**config.mk**
```make
export PLATFORM = sky130hd
export DESIGN_NAME = sng_div_stage
export DESIGN_NICKNAME = d
export VERILOG_FILES = /design/src/sng_pkg.sv /design/src/sng_div_stage.sv
export SDC_FILE = /design/constraint.sdc
export NUM_CORES = 1
export LEC_CHECK = 0
export BUFFER_PORTS_ARGS = -buffer_cell sky130_fd_sc_hd__clkbuf_2
export CORE_AREA = 2 2 119 121
export CTS_CLUSTER_DIAMETER = 40
export DETAILED_ROUTE_END_ITERATION = 12
export DIE_AREA = 0 0 121 123
export PLACE_DENSITY = 0.88
export SLEW_MARGIN = 20
export SYNTH_ARGS = -nofsm -noshare
export SYNTH_HDL_FRONTEND = slang
export SYNTH_SLANG_ARGS = --single-unit
```
**constraint.sdc**
```tcl
create_clock -name clk -period 1 [get_ports clk]
set_clock_uncertainty 0.15 [all_clocks]
set_input_delay 0.1 -clock clk [delete_from_list [all_inputs] [get_ports clk]]
set_output_delay 0.1 -clock clk [all_outputs]
set_load 0.02 [all_outputs]
```
**src/sng_pkg.sv**
```systemverilog
`timescale 1ns / 1ps
// Shared types and constants of the spectral noise gain pipeline.
// No dependencies.
package sng_pkg;

    localparam int DEN_W   = 49;   // widest denominator, s28 + n*knee
    localparam int REM_W   = 53;   // division remainder, below 16 * denominator
    localparam int Q_W     = 32;   // quotient with 28 fraction bits
    localparam int ROOT_W  = 16;
    localparam int SREM_W  = 18;
    localparam int DIV_STEPS  = Q_W;
    localparam int SQRT_STEPS = ROOT_W;
    localparam int FRONT_STAGES = 4;
    localparam int SNG_LAT = FRONT_STAGES + DIV_STEPS + SQRT_STEPS + 1;

    localparam logic [15:0] UNITY_GAIN = 16'd16384;
    localparam logic [15:0] MAX_GAIN   = 16'hFFFF;
    localparam logic [15:0] ZERO_GAIN  = 16'd0;

    localparam logic [1:0] MODE_GATE   = 2'd0;
    localparam logic [1:0] MODE_WIENER = 2'd1;
    localparam logic [1:0] MODE_GSS    = 2'd2;
    localparam logic [1:0] MODE_RSVD   = 2'd3;   // unused, passes unity gain

    // Control that travels with every item down the pipeline.
    typedef struct packed {
        logic        valid;
        logic        last;
        logic        byp;       // gain settled early, arithmetic ignored
        logic [15:0] byp_gain;
    } sng_ctl_t;

endpackage

```
**src/sng_div_stage.sv**
```systemverilog
`timescale 1ns / 1ps
// One restoring division step: yields one quotient bit per stage.
// Depends on sng_pkg.
module sng_div_stage
    import sng_pkg::*;
(
    input  logic              clk,
    input  logic              rst_n,
    input  sng_ctl_t          ctl_in,
    input  logic [REM_W-1:0]  rem_in,
    input  logic [DEN_W-1:0]  den_in,
    input  logic [Q_W-1:0]    q_in,
    output sng_ctl_t          ctl_out,
    output logic [REM_W-1:0]  rem_out,
    output logic [DEN_W-1:0]  den_out,
    output logic [Q_W-1:0]    q_out
);

    sng_ctl_t         ctl_reg;
    logic [REM_W-1:0] rem_reg, rem_next;
    logic [DEN_W-1:0] den_reg;
    logic [Q_W-1:0]   q_reg;
    logic [REM_W-1:0] d8;
    logic [REM_W-1:0] diff;
    logic             take;

    // The remainder stays below 16 times the divisor, so comparing against
    // 8 times the divisor and doubling yields one bit per step.
    assign d8   = {1'b0, den_in, 3'd0};
    assign take = (rem_in >= d8);
    assign diff = take ? (rem_in - d8) : rem_in;
    assign rem_next = {diff[REM_W-2:0], 1'b0};

    always_ff @(posedge clk or negedge rst_n)
    begin
        if (!rst_n)
            ctl_reg <= '0;
        else
            ctl_reg <= ctl_in;
    end

    always_ff @(posedge clk)
    begin
        rem_reg <= rem_next;
        den_reg <= den_in;
        q_reg   <= {q_in[Q_W-2:0], take};
    end

    assign ctl_out = ctl_reg;
    assign rem_out = rem_reg;
    assign den_out = den_reg;
    assign q_out   = q_reg;

endmodule

```
==> run summary, run 1 <==
gpl congestion - 0.9227
boundary pin count - 308
die span in y - 123 um
Mapped Area - 6679 sq um
Post-Synthesis Cells - 686
number of flops mapped to enable cells by yosys - 0
Post-Syn Nets - 891
Synth cell types - 66
mean area per synthesized cell - 9.736 sq um
Root Buffer - clkbuf_16
clock buffer depth - 2
post-CTS setup repair buffer count - 9
Initial Util - 0.4907
Placement Setup Slack - -2.137 ns
Stop stage - clock tree synthesis
status - did not finish
TritonCTS Buffers - 17
error msg - [ERROR DPL-0038] Utilization greater than 100%, impossible to legalize
row cnt - 43
Post-CTS Resized - 431
post-synthesis sequential area ratio - 0.4698
#FFs+latches synth - 152
Sink Count - 152
die width - 121 um
H-tree lvl count - 4
post-DP HPWL - 18.43 mm
Port Buffers - 305
hold_buf cts - 148
Warnings, synthesis - 0
Main synth FF type - dfxtp_1
ys async rst share - 0.1250
-- synthesized netlist by cell type, types with 8 or more instances --
library cell | number | area [sq um]
nor3_1 | 8 | 40.04
o21a_1 | 9 | 67.56
a21oi_2 | 14 | 122.6
ha_1 | 49 | 613.1
xnor2_1 | 31 | 271.5
nor2_1 | 63 | 236.5
xor2_1 | 14 | 122.6
inv_1 | 59 | 221.5
dfrtp_1 | 19 | 475.5
dfxtp_1 | 133 | 2663
nand2_1 | 32 | 120.1
a21oi_1 | 76 | 380.4
mux2_1 | 8 | 90.09
nand4_1 | 14 | 87.58
o21ai_0 | 27 | 135.1
a21o_1 | 22 | 165.2
-- kinds of logic after synthesis --
logic type | Yosys count | synth area share
other | 1 | 0.0005615
and+or+nand+nor | 155 | 0.1126
AOI/OAI and AO/OA | 192 | 0.1905
muxes | 12 | 0.02023
buffers and inverters | 79 | 0.05245
xor gates and xnor gates | 45 | 0.05901
adders and majority gates | 50 | 0.09479
DFF | 152 | 0.4698
-- per-stage QoR --
step | instances | instance area [sq um]
global placement | 1350 | 9980
floorplan | 686 | 6868
detailed placement | 1350 | 9980
==> inputs of run 2 (changes only) <==
CORE_AREA = not set   (was 2 2 119 121)
CORE_MARGIN = 1   (was not set)
CORE_UTILIZATION = 35   (was not set)
CTS_CLUSTER_DIAMETER = not set   (was 40)
DIE_AREA = not set   (was 0 0 121 123)
PLACE_DENSITY = not set   (was 0.88)
PLACE_DENSITY_LB_ADDON = 0.15   (was not set)
==> run summary, run 2 <==
Root Buffer - clkbuf_16
Sink Count - 152
RSZ-0062 raised after global routing - yes
# nets final - 1559
Power Total - 21.80 mW
post-DP HPWL - 16.86 mm
largest net degree at the start of global routing - 20
Reg clk slew, reported paths - 0.07 ns
max FFs per register - 52
worst setup path category - input port to flip-flop
final wirelength - 28.84 mm
Worst slew margin - 0.6037
drt wl/cell - 18.00 um
Overflow after GRT - 0
post-synthesis mux area share - 0.02023
Period minus WS final - 2.571 ns
vias in the first global route - 8167
final worst-path setup slack - -1.571 ns
pwr dens - 1517 nW/um^2
DRC - 0
die width - 140.1 um
commonest cells after routing, fill and taps aside - buf_4 (195), dlygate4sd3_1 (152), clkbuf_2 (150)
most common cell in the netlist - dfxtp_1
drt initial violations - 322
boundary pin count - 308
post-synthesis adder-cell area fraction - 0.09479
Placement Setup Slack - -2.139 ns
gpl congestion - 0.8648
Final Max Slew Viols - 0
status - complete, but fails checks
XOR/XNOR share of the synthesized area - 0.05901
Max Cap Viol - 0
number of flops mapped to enable cells by yosys - 0
most frequent cells after synthesis - dfxtp_1 (133), a21oi_1 (76), nor2_1 (63)
Hold WS - -0.04832 ns
post-synthesis sequential area ratio - 0.4698
data arrival time of the critical path - 2.74 ns
compound-gate portion of the synthesized area - 0.1905
ys async rst share - 0.1250
Final setup violation count - 202
Yosys top cell by area - dfxtp_1
Hold Violations, Final - 1
CP endpoint kind - flip-flop
DR vias - 7744
Mapped Area - 6679 sq um
clock buffer depth - 2
DR vias/cell - 4.834
row cnt - 50
mean area per synthesized cell - 9.736 sq um
#FFs+latches synth - 152
Placed Area - 10020 sq um
die span in y - 140.1 um
Main synth FF type - dfxtp_1
TritonCTS Buffers - 17
Post-Syn Nets - 891
fmax - 389.0 MHz
post-synthesis simple-gate area fraction - 0.1126
Peak VDD IR - 0.001215 V
Final Cell Area - 14370 sq um
Port Buffers - 305
Slew @ Worst Pin - 0.5883 ns
core area - 18710 sq um
most common cell after layout, fill and taps aside - buf_4
failing checks - hold timing, setup timing
global-route usage over all layers - 0.2717
H-tree lvl count - 4
layout cells sized above 1 - 0.5764
Synth cell types - 66
Hold Path Origin - den_in[0]
hold worst-path end - rem_out[4]
Hold Crit Class - input port to flip-flop
Worst EP required - 1.17 ns
largest family of logic cells by synthesized area - compound AO/OA/AOI/OAI gates
initial antenna violation count - 1
first-pass GRT wire length - 41.35 mm
Post-Synthesis Cells - 686
Initial Util - 0.3571
setup TNS - -96.49 ns
Warnings, synthesis - 0
crit start category - input port
post-layout util - 0.7681
area grow syn2layout - 115.1%
top cells by area, synth - dfxtp_1 (40%), ha_1 (9.2%), dfrtp_1 (7.1%)
Hold Path Cell Cnt - 4
post-synth top area share - 0.3987
Antenna Nets Post-Route - 0
die area - 19640 sq um
drt pass-1 iters - 7
CTS tree - built
Tcrit/Tclk final - 2.571
worst-path maximum fanout - 6
LEAKAGE - 6.841 nW
-- run 2: timing repair --
item	CTS	global route
gates resized for setup	412	256
hold endpoints to repair	170	2
hold buffers	151	1
setup buffers	13	3
endpoints found under the setup margin	202	202
cloned	2	2
pin swaps	18	9
-- run 2: cell families after synthesis --
kind of cell / count (synthesis)
multiplexers: 12
AO/OA/AOI/OAI: 192
adder cells (fa/ha/maj): 50
AND/OR/NAND/NOR: 155
flip-flops: 152
XOR/XNOR: 45
buffers and inverters: 79
other: 1
-- run 2: worst max-delay path: stages --
cell,delay (ns)
clkbuf_2,0.10
inv_1,0.05
ha_1,0.39
or4b_2,0.62
nor3_2,0.23
buf_4,0.16
nand4_1,0.11
nor3_2,0.17
a2111oi_2,0.10
o21ai_4,0.09
buf_12,0.16
buf_12,0.15
mux2_4,0.31
-- run 2: area by class of cell --
cell class	instances	area (sq um)
well taps	234	292.8
flip-flops and latches	152	3303
repair buffers	669	6325
diodes	1	2.502
clock buffers	18	429.2
multi-input cells	455	3627
clock inverters	14	158.9
fillers	1144	4338
inverters	59	229.0
-- run 2: layer usage --
metal / vias up / part of all wire / track usage
met1: 3617 / 0.36 / 0.2759
met3: 90 / 0.060 / 0.06564
li1: 3709 / - / -
met5: - / 0 / 0
met2: 328 / 0.54 / 0.5224
met4: 0 / 0.047 / 0.1209
-- run 2: power breakdown --
part	switching, mW	internal, mW	total [mW]	leakage, nW
clock network	3.04	3.55	6.59	0.282
registers	0.465	6.86	7.32	1.34
logic	3.45	4.43	7.88	5.22
-- run 2: how the worst max path moves through the flow --
stage                    from          end
CTS                 rem_in[3]  rem_out[48]
global placement    rem_in[3]  rem_out[30]
finish              den_in[5]   rem_out[7]
detailed placement  rem_in[3]   rem_out[7]
floorplan           rem_in[3]  rem_out[11]
global route        den_in[5]   rem_out[4]
-- run 2: metrics by stage --
step / instances / hold WS, ns
4_1_cts: 1595 / -0.1854
2_1_floorplan: 686 / -0.3456
5_1_grt: 1602 / -0.04621
6_report: 1602 / -0.04832
3_5_place_dp: 1397 / -0.08889
3_3_place_gp: 1397 / -0.08934
Power figures use the tool's default switching activity.
