[src/sng_pkg.sv]
`timescale 1ns / 1ps
// Shared types and constants of the spectral noise gain pipeline.
// No dependencies.
package sng_pkg;

    localparam int DEN_W   = 49;   // widest denominator, s28 + n*knee
    localparam int REM_W   = 53;   // division remainder, below 16 * denominator
    localparam int Q_W     = 32;   // quotient with 28 fraction bits
    localparam int ROOT_W  = 16;
    localparam int SREM_W  = 18;
    localparam int DIV_STEPS  = Q_W;
    localparam int SQRT_STEPS = ROOT_W;
    localparam int FRONT_STAGES = 4;
    localparam int SNG_LAT = FRONT_STAGES + DIV_STEPS + SQRT_STEPS + 1;

    localparam logic [15:0] UNITY_GAIN = 16'd16384;
    localparam logic [15:0] MAX_GAIN   = 16'hFFFF;
    localparam logic [15:0] ZERO_GAIN  = 16'd0;

    localparam logic [1:0] MODE_GATE   = 2'd0;
    localparam logic [1:0] MODE_WIENER = 2'd1;
    localparam logic [1:0] MODE_GSS    = 2'd2;
    localparam logic [1:0] MODE_RSVD   = 2'd3;   // unused, passes unity gain

    // Control that travels with every item down the pipeline.
    typedef struct packed {
        logic        valid;
        logic        last;
        logic        byp;       // gain settled early, arithmetic ignored
        logic [15:0] byp_gain;
    } sng_ctl_t;

endpackage

[src/sng_sqrt_stage.sv]
`timescale 1ns / 1ps
// One digit-by-digit square root step: yields one root bit per stage.
// Depends on sng_pkg.
module sng_sqrt_stage
    import sng_pkg::*;
(
    input  logic               clk,
    input  logic               rst_n,
    input  sng_ctl_t           ctl_in,
    input  logic [Q_W-1:0]     v_in,
    input  logic [SREM_W-1:0]  rem_in,
    input  logic [ROOT_W-1:0]  root_in,
    output sng_ctl_t           ctl_out,
    output logic [Q_W-1:0]     v_out,
    output logic [SREM_W-1:0]  rem_out,
    output logic [ROOT_W-1:0]  root_out
);

    sng_ctl_t            ctl_reg;
    logic [Q_W-1:0]      v_reg;
    logic [SREM_W-1:0]   rem_reg;
    logic [ROOT_W-1:0]   root_reg;
    logic [SREM_W+1:0]   cur;
    logic [SREM_W+1:0]   trial;
    logic                take;
    logic [SREM_W+1:0]   diff;

    assign cur   = {rem_in, v_in[Q_W-1:Q_W-2]};
    assign trial = {2'd0, root_in, 2'b01};
    assign take  = (cur >= trial);
    assign diff  = take ? (cur - trial) : cur;

    always_ff @(posedge clk or negedge rst_n)
    begin
        if (!rst_n)
            ctl_reg <= '0;
        else
            ctl_reg <= ctl_in;
    end

    always_ff @(posedge clk)
    begin
        v_reg    <= {v_in[Q_W-3:0], 2'b00};
        rem_reg  <= diff[SREM_W-1:0];
        root_reg <= {root_in[ROOT_W-2:0], take};
    end

    assign ctl_out  = ctl_reg;
    assign v_out    = v_reg;
    assign rem_out  = rem_reg;
    assign root_out = root_reg;

endmodule

[config.mk]
export PLATFORM = sky130hd
export DESIGN_NAME = sng_sqrt_stage
export DESIGN_NICKNAME = d
export VERILOG_FILES = /design/src/sng_pkg.sv /design/src/sng_sqrt_stage.sv
export SDC_FILE = /design/constraint.sdc
export NUM_CORES = 1
export LEC_CHECK = 0
export BUFFER_PORTS_ARGS = -buffer_cell sky130_fd_sc_hd__buf_2
export CORE_ASPECT_RATIO = 1.75
export CORE_MARGIN = 2
export CORE_UTILIZATION = 30
export CTS_CLUSTER_SIZE = 40
export DETAILED_ROUTE_END_ITERATION = 10
export PLACE_DENSITY = 0.69
export SKIP_CTS_REPAIR_TIMING = 1
export SLEW_MARGIN = 10
export SYNTH_ARGS = -nofsm -noshare
export SYNTH_HDL_FRONTEND = slang
export SYNTH_SLANG_ARGS = --single-unit
[constraint.sdc]
create_clock -name clk -period 0.8 [get_ports clk]
set_input_delay 0.04 -clock clk [delete_from_list [all_inputs] [get_ports clk]]
set_output_delay 0.04 -clock clk [all_outputs]
set_load 0.01 [all_outputs]
==> results.py, run 1 <==
metrics = {
    "timing": {
        "finalCriticalPeriod_ns": 1.52,
        "final.setup.worst_slack_ns": -0.718,
        "hold_violations": 0,
        "max_clock_freq_ghz": 0.659,
        "setup_viol": 63,
        "finalCritPeriodShare": 1.90,
        "finalSetupTns_ns": -14.59,
        "grt_setup_unrepaired": "true",
        "timing_max_transition_violations_final": 0,
    },
    "drt": {
        "final_antenna_net_count": 0,
        "drt-pass1-iter-count": 4,
        "drt_iter0_markers": 76,
        "post-route-drc-count": 0,
        "detail_route.wl_per_cell_microns": 14.8,
        "totalWireLength_mm": 10.2,
        "via_per_inst": 4.34,
        "route.vias.total": 3005,
    },
    "final_layout": {
        "post-route-cell-area_sq_um": 6160,
        "flow.area_growth_from_synthesis_pct": 107,
        "final_nets": 667,
        "regArea_sq_um": 1780,
        "layout.filler_cells": 742,
        "drive_gt1_frac": 0.578,
        "diode_count": 0,
        "multi_input_area_sq_um": 1440,
        "most-common-layout-cells": "buf_2 (135), dlygate4sd3_1 (77), buf_4 (56), dfxtp_1 (42), buf_6 (36)",
        "layout.cells.most_common": "buf_2",
    },
    "placed_design": {
        "place_hpwl_mm": 6.82,
        "place_area_sq_um": 4660,
        "dp_worst_setup_slack_ns": -1.17,
        "buffer_ports.inserted": 169,
        "replace_congestion": 0.818,
    },
    "global_routing": {
        "first_pass_grt_wire_length_mm": 12.6,
        "grt_start_max_net_pins": 20,
        "grt.overflow.total": 0,
        "number_of_global_route_vias_before_repair": 2719,
        "grt_util_all_layers": 0.153,
        "number_of_antenna_violations_at_the_first_check_in_global_routing": 0,
    },
    "hold_path": {
        "hold_class": "in2reg",
    },
    "die": {
        "die_height_microns": 136,
        "die-area_sq_um": 10800,
        "floorplan.initialDensity": 0.306,
        "die_w_microns": 79.3,
        "core_sq_um": 9730,
        "rows": 48,
        "design.portCount": 172,
    },
    "setup_path": {
        "path_class": "in2reg",
        "cp-end-kind": "register",
        "critPathArrivalTime_ns": 1.74,
        "critPathLaunchType": "input port",
        "critical_path.max_fanout": 8,
        "cp.required_ns": 1.02,
    },
    "clocking": {
        "cts.htree.levels": 3,
        "cts_tree": "done",
        "cts_root_buf": "clkbuf_16",
        "clock_sink_count": 83,
        "clock_tree.buffer_depth": 2,
        "path_clk_slew_ns": 0.06,
        "cts-buffers-inserted": 9,
    },
    "synthesis": {
        "netlist-cell-type-count": 44,
        "netlist.area_leader.share": 0.431,
        "synth.avg_cell_area_sq_um": 11.9,
        "yosysWarnings": 0,
        "netlist_instances": 249,
        "netlist.top_cell.by_area": "dfxtp_1",
        "synth.top_cells.by_area": "dfxtp_1 (43%), dfrtp_1 (16%), ha_1 (7.6%), mux2_2 (4.9%), xnor2_1 (2.9%)",
        "synth_seq_area_share": 0.591,
        "synth_area_sq_um": 2970,
        "synth.ff_latch_count": 83,
    },
    "power_and_ir_drop": {
        "leakage_nw": 2.97,
        "vdd.ir_drop.worst_mv": 1.39,
        "power_per_cell_area_nw_per_um2": 2010,
    },
    "flow_run": {
        "drv_cap": 0,
    },
    "run_status": {
        "status": "complete, but fails checks",
        "failed_checks": "setup timing",
    },
}
-- report_power, final --
part	switching, mW	total, mW	leakage (nW)	internal (mW)
clock network	1.69	4.54	0.157	2.85
registers	0.129	4.68	0.761	4.55
logic	1.29	3.16	2.05	1.87
-- cells in the mapped netlist (all sizes together) --
cell type	count
inv	20
nor4	1
nand3b	1
dfrtp	19
a211o	1
buf	5
dfxtp	64
a211oi	3
nor2	11
mux2	15
ha	18
conb	1
nand3	5
clkbuf	1
o2111ai	1
a21oi	15
and3	1
o21ai	6
nor4b	1
nand2b	3
o21a	6
mux2i	3
nand2	12
xnor2	10
nand4	2
o211ai	2
a221oi	1
a31oi	3
a41oi	1
nor2b	2
xor2	4
o31a	1
nor3	6
or4	1
a21o	2
a2111oi	1
-- routing by layer --
layer	share of wire	wire [microns]	track usage
met5	0	0	0
met4	0.018	185	0.0603
met3	0.079	806	0.0487
met2	0.56	5720	0.303
met1	0.34	3520	0.138
-- layout make-up --
type / instances / share of cell area
Clock buffer: 10 / 0.0388
Sequential cell: 83 / 0.290
Inverter: 20 / 0.0175
Tap cell: 125 / 0.0254
Multi-Input combinational cell: 141 / 0.234
Timing Repair Buffer: 307 / 0.379
Clock inverter: 6 / 0.0154
-- stage by stage --
stage	hold WS (ns)	utilization	total power [mW]	std cells
floorplan	-0.256	-	6.05	250
global placement	-0.0237	0.479	7.16	592
detailed placement	-0.0168	0.479	7.19	592
CTS	-0.372	0.513	11.7	608
global route	0.0124	0.633	12.9	692
finish	0.0170	0.633	12.4	692
-- path summary, 6_finish.rpt --
kind                       startpoint              endpoint  slack, ns  cells past startpoint
max                        root_in[1]    rem_out[3]$_DFF_P_      -0.72                     11
min                         rem_in[7]    rem_out[9]$_DFF_P_       0.02                      2
max in group asynchronous       rst_n  ctl_out[8]$_DFF_PN0_       0.36                      2
min in group asynchronous       rst_n  ctl_out[4]$_DFF_PN0_       0.15                      2
-- registers in the layout, indices dropped and copies added (netlist names) --
signal / count
rem_out: 18
v_out: 30
root_out: 16
ctl_out: 19
-- worst max-delay path, stage by stage --
cell	delay (ns)
buf_6	0.10
inv_4	0.05
ha_4	0.20
o211ai_1	0.27
a21oi_4	0.07
nor2b_4	0.14
o21ai_2	0.07
o21ai_2	0.16
o211ai_4	0.14
buf_12	0.18
mux2_4	0.30
-- cell families (layout without fill, tap and decap cells) --
| kind of cell | count (synthesis) | in the layout | synth area share |
|---|---|---|---|
| flops | 83 | 83 | 0.591 |
| simple gates | 46 | 46 | 0.0753 |
| compound gates | 43 | 43 | 0.110 |
| buf+inv | 26 | 343 | 0.0387 |
| fa+ha+maj | 18 | 18 | 0.0758 |
| mux | 18 | 18 | 0.0669 |
| xor+xnor | 14 | 14 | 0.0412 |
| other cells | 1 | 2 | 0.00126 |
Power figures use the tool's default switching activity.
==> run 2, diff against run 1 <==
--- a/config.mk
+++ b/config.mk
@@ -6,7 +6,6 @@
 export NUM_CORES = 1
 export LEC_CHECK = 0
 export BUFFER_PORTS_ARGS = -buffer_cell sky130_fd_sc_hd__buf_2
-export CORE_ASPECT_RATIO = 1.75
 export CORE_MARGIN = 2
 export CORE_UTILIZATION = 30
 export CTS_CLUSTER_SIZE = 40
==> constraint.sdc (replaced) <==
create_clock -name clk -period 1.6 [get_ports clk]
set_input_delay 0.08 -clock clk [delete_from_list [all_inputs] [get_ports clk]]
set_output_delay 0.08 -clock clk [all_outputs]
set_load 0.01 [all_outputs]
==> run 2 against run 1 <==
  * The run now ends clean
  * Wire length shrank 7.8%
  * Global-route usage grew 0.13 points
  * Final cell count grew 0.29%
  * First-iteration DRC count grew 58%
  * Combinational power shrank 55%
  * Via count shrank 2.4%
  * Hold slack gained 0.034 ns
  * Largest cell class unchanged
  * Highest routed layer unchanged
==> results.py, run 2 (synthesized netlist as in run 1, its figures left out) <==
metrics = {
    "run_status": {
        "status": "finished, final reports clean",
    },
    "setup_path": {
        "path_class": "in2reg",
        "critical_path.cell_chain": "buf_2 -> inv_2 -> ha_4 -> nand2_2 -> o31a_1 -> o21ai_4 -> a41oi_4 -> nor4b_4 -> nor4_1 -> mux2_4",
        "timing.critical_path.slowest_cell_delay_ns": 0.36,
        "critPathLaunchType": "input port",
        "critical-path-slowest-cell": "o31a_1",
        "cp-end-kind": "register",
        "bufs_and_invs_on_worst_path": 2,
        "critical_path.max_fanout": 4,
        "cp.required_ns": 1.91,
        "critPathArrivalTime_ns": 1.89,
        "top_delay_family_on_crit_path": "compound AO/OA/AOI/OAI gates",
    },
    "timing": {
        "finalCriticalPeriod_ns": 1.58,
        "setup_viol": 0,
        "hold_violations": 0,
        "slew-limit-headroom": 0.658,
        "finalCritPeriodShare": 0.987,
        "final.setup.worst_slack_ns": 0.0208,
        "timing_worst_slew_pin_value_ns": 0.512,
        "max_clock_freq_ghz": 0.633,
        "timing_max_transition_violations_final": 0,
    },
    "drt": {
        "post-route-drc-count": 0,
        "drt-pass1-iter-count": 4,
        "via_per_inst": 4.23,
        "detail_route.wl_per_cell_microns": 13.6,
        "final_antenna_net_count": 0,
        "drt_iter0_markers": 120,
        "totalWireLength_mm": 9.43,
        "route.vias.total": 2934,
    },
    "clocking": {
        "cts_tree": "done",
        "cts.htree.levels": 3,
        "cts_root_buf": "clkbuf_8",
        "cts-buffers-inserted": 9,
        "clock_sink_count": 83,
        "path_clk_slew_ns": 0.09,
        "clock_tree.buffer_depth": 2,
    },
    "final_layout": {
        "largest_reg_flops": 30,
        "layout.filler_cells": 785,
        "diode_count": 0,
        "drive_gt1_frac": 0.526,
        "post-route-cell-area_sq_um": 5650,
        "flow.area_growth_from_synthesis_pct": 90.1,
        "most-common-layout-cells": "buf_2 (168), dlygate4sd3_1 (78), dfxtp_1 (64), buf_4 (53), dfrtp_1 (19)",
        "layout.cells.most_common": "buf_2",
        "final_nets": 661,
    },
    "placed_design": {
        "place_area_sq_um": 4660,
        "replace_congestion": 0.764,
        "dp_worst_setup_slack_ns": -0.463,
        "buffer_ports.inserted": 169,
        "place_hpwl_mm": 6.58,
    },
    "global_routing": {
        "grt.overflow.total": 0,
        "gr-usage-met1": 0.167,
        "first_pass_grt_wire_length_mm": 13.0,
        "number_of_antenna_violations_at_the_first_check_in_global_routing": 0,
        "grt_util_all_layers": 0.154,
        "number_of_global_route_vias_before_repair": 2676,
        "grt_util_met3": 0.0541,
        "grt_start_max_net_pins": 20,
        "met2_usage": 0.270,
        "grt-busiest-layer": "met2",
    },
    "power_and_ir_drop": {
        "leakage_nw": 2.73,
        "vdd.ir_drop.worst_mv": 0.577,
        "power_per_cell_area_nw_per_um2": 901,
        "report.power.total_mw": 5.09,
    },
    "die": {
        "floorplan.initialDensity": 0.307,
        "die_height_microns": 104,
        "die-area_sq_um": 10700,
        "rows": 36,
        "design.portCount": 172,
        "core_sq_um": 9680,
        "die_w_microns": 104,
    },
    "flow_run": {
        "drv_cap": 0,
    },
    "hold_path": {
        "hold_class": "in2reg",
    },
}
## run 2: cell count changes in the layout (fill, tap and decap cells not counted), sizes merged
cell and delta:
inv +1, buf -6, dlygate4sd3 +1, clkbuf -1, clkinvlp +1, bufinv -2
## run 2: power by group
part           internal [mW]  total [mW]  switching [mW]
combinational          0.792        1.41           0.621
clock                  0.580        1.37           0.795
sequential              2.26        2.30          0.0449
## run 2: metrics by stage
step / utilization / cells / setup TNS [ns] / hold WS [ns]
3_3_place_gp: 0.481 / 597 / -4.92 / 0.0153
6_report: 0.583 / 694 / 0 / 0.0508
4_1_cts: 0.499 / 613 / -0.0582 / -0.381
5_1_grt: 0.583 / 694 / -0.00955 / 0.0317
3_5_place_dp: 0.481 / 597 / -5.89 / 0.0271
2_1_floorplan: - / 250 / -1.12 / -0.216
## run 2: layer usage
layer,vias to the layer above,share of wire
met5,-,0
met4,0,0.020
met3,16,0.071
met2,110,0.52
met1,1344,0.39
li1,1464,-
## run 2: cell type report
class / instances / area, sq um / area share
clock inverter: 6 / 48.8 / 0.00864
clock buffer: 10 / 128 / 0.0226
multi-input combinational: 141 / 1390 / 0.245
sequential: 83 / 1760 / 0.311
inverter: 20 / 105 / 0.0186
timing repair buffer: 301 / 2060 / 0.364
tap: 133 / 166 / 0.0295
## run 2: final timing paths
| path | startpoint | endpoint | slack [ns] | cells past startpoint |
|---|---|---|---|---|
| setup / recovery | root_in[2] | rem_out[17]$_DFF_P_ | 0.02 | 10 |
| hold / removal | rem_in[15] | rem_out[17]$_DFF_P_ | 0.05 | 3 |
| max in group asynchronous | rst_n | ctl_out[14]$_DFF_PN0_ | 1.12 | 2 |
| min in group asynchronous | rst_n | ctl_out[16]$_DFF_PN0_ | 0.18 | 2 |
==> run 3, diff against run 2 <==
--- a/config.mk
+++ b/config.mk
@@ -6,11 +6,13 @@
 export NUM_CORES = 1
 export LEC_CHECK = 0
 export BUFFER_PORTS_ARGS = -buffer_cell sky130_fd_sc_hd__buf_2
+export CELL_PAD_IN_SITES_DETAIL_PLACEMENT = 0
+export CELL_PAD_IN_SITES_GLOBAL_PLACEMENT = 1
 export CORE_MARGIN = 2
 export CORE_UTILIZATION = 30
 export CTS_CLUSTER_SIZE = 40
 export DETAILED_ROUTE_END_ITERATION = 10
-export PLACE_DENSITY = 0.69
+export PLACE_DENSITY = 0.86
 export SKIP_CTS_REPAIR_TIMING = 1
 export SLEW_MARGIN = 10
 export SYNTH_ARGS = -nofsm -noshare
==> run 3 against run 2 <==
  * The run now ends with hold timing left
  * Combinational power about the same
  * Sequential share of layout area about the same
  * Flip-flop and latch count did not move
  * Via count increased by 0.61%
  * Hold slack got worse by 0.12 ns
  * First-iteration DRC count decreased by 48%
  * Sequential power hardly changed
  * Largest cell class unchanged
==> results.py, run 3 (synthesized netlist as in run 1, its figures left out) <==
metrics = {
    "final_layout": {
        "layout.cells.most_common": "buf_2",
        "diode_count": 0,
        "post-route-cell-area_sq_um": 5650,
        "largest_reg_flops": 30,
        "most-common-layout-cells": "buf_2 (168), dlygate4sd3_1 (74), dfxtp_1 (64), buf_4 (58), dfrtp_1 (19)",
        "final_nets": 662,
        "drive_gt1_frac": 0.539,
        "utilization": 0.583,
        "flow.area_growth_from_synthesis_pct": 90.0,
        "finish.cell_count_without_fillers": 695,
    },
    "timing": {
        "grt_setup_unrepaired": "true",
        "finalCritPeriodShare": 0.974,
        "setup_viol": 0,
        "whs_ns": -0.0702,
        "finalCriticalPeriod_ns": 1.56,
        "max_clock_freq_ghz": 0.642,
        "finalSetupTns_ns": 0,
        "timing_max_transition_violations_final": 0,
        "hold_violations": 2,
    },
    "run_status": {
        "status": "complete, but fails checks",
        "failed_checks": "hold timing",
    },
    "die": {
        "floorplan.initialDensity": 0.307,
        "core_sq_um": 9680,
        "rows": 36,
        "die_height_microns": 104,
        "die_w_microns": 104,
        "design.portCount": 172,
        "die-area_sq_um": 10700,
    },
    "clocking": {
        "cts-buffers-inserted": 9,
        "cts_tree": "done",
        "clock_tree.buffer_depth": 2,
        "path_clk_slew_ns": 0.10,
        "clock_sink_count": 83,
        "cts.htree.levels": 3,
        "cts_root_buf": "clkbuf_8",
    },
    "drt": {
        "final_antenna_net_count": 0,
        "via_per_inst": 4.25,
        "drt-pass1-iter-count": 4,
        "route.vias.total": 2952,
        "post-route-drc-count": 0,
        "drt_iter0_markers": 62,
        "detail_route.wl_per_cell_microns": 13.0,
        "totalWireLength_mm": 9.03,
    },
    "setup_path": {
        "cp.required_ns": 1.86,
        "critPathLaunchType": "input port",
        "critPathArrivalTime_ns": 1.81,
        "critical_path.max_fanout": 5,
        "cp-end-kind": "register",
        "path_class": "in2reg",
    },
    "global_routing": {
        "grt_util_met3": 0.0459,
        "number_of_global_route_vias_before_repair": 2661,
        "first_pass_grt_wire_length_mm": 12.4,
        "gr-usage-met1": 0.167,
        "number_of_antenna_violations_at_the_first_check_in_global_routing": 0,
        "grt-busiest-layer": "met2",
        "grt.overflow.total": 0,
        "grt_util_all_layers": 0.145,
        "grt_start_max_net_pins": 20,
        "met2_usage": 0.249,
    },
    "hold_path": {
        "hold_class": "in2reg",
    },
    "placed_design": {
        "place_hpwl_mm": 6.26,
        "buffer_ports.inserted": 169,
        "place_area_sq_um": 4680,
        "replace_congestion": 0.785,
        "dp.cells": 603,
    },
    "power_and_ir_drop": {
        "power_per_cell_area_nw_per_um2": 901,
        "vdd.ir_drop.worst_mv": 0.363,
        "leakage_nw": 2.75,
    },
    "flow_run": {
        "drv_cap": 0,
    },
}
-- run 3: cell count changes in the layout (fill, tap and decap cells not counted), sizes merged --
cell and delta:
dlygate4sd3 -4, clkinvlp -2, clkinv +2, inv +1, buf +4
-- run 3: path summary, 6_finish.rpt --
| path | slack, ns | startpoint | depth (start not counted) | endpoint |
|---|---|---|---|---|
| max | 0.04 | root_in[0] | 11 | rem_out[17]$_DFF_P_ |
| max in group asynchronous | 1.12 | rst_n | 2 | ctl_out[3]$_DFF_PN0_ |
| min in group asynchronous | 0.19 | rst_n | 2 | ctl_out[8]$_DFF_PN0_ |
| min | -0.07 | root_in[0] | 1 | root_out[1]$_DFF_P_ |
-- run 3: cell type report --
cell class	count	area, sq um
Multi-Input combinational cell	141	1400
Timing Repair Buffer	302	2040
Fill cell	799	4040
Inverter	20	105
Sequential cell	83	1760
Clock buffer	9	124
Tap cell	133	166
Clock inverter	7	58.8
-- run 3: power by group --
part / internal [mW] / switching (mW)
Clock: 0.591 / 0.798
Sequential: 2.26 / 0.0454
Combinational: 0.789 / 0.611
-- run 3: per-stage QoR --
stage | setup WS [ns] | power [mW]
final | 0.0422 | 5.09
after global routing | -0.0263 | 5.38
after CTS | -0.0320 | 4.99
after detailed placement | -0.427 | 3.58
after global placement | -0.370 | 3.56
after floorplan | -0.152 | 3.03
-- run 3: layer usage --
layer	part of all wire	vias up
li1	-	1469
met5	0	-
met4	0.023	0
met2	0.52	117
met3	0.064	17
met1	0.39	1349
-- run 3: worst max-delay path, stage by stage --
cell	delay, ns
clkbuf_4	0.16
inv_12	0.03
ha_4	0.29
nor2_1	0.05
o31a_1	0.30
o21ai_4	0.18
a41oi_4	0.14
buf_4	0.16
nor2_2	0.10
nor4_2	0.05
mux2_4	0.25
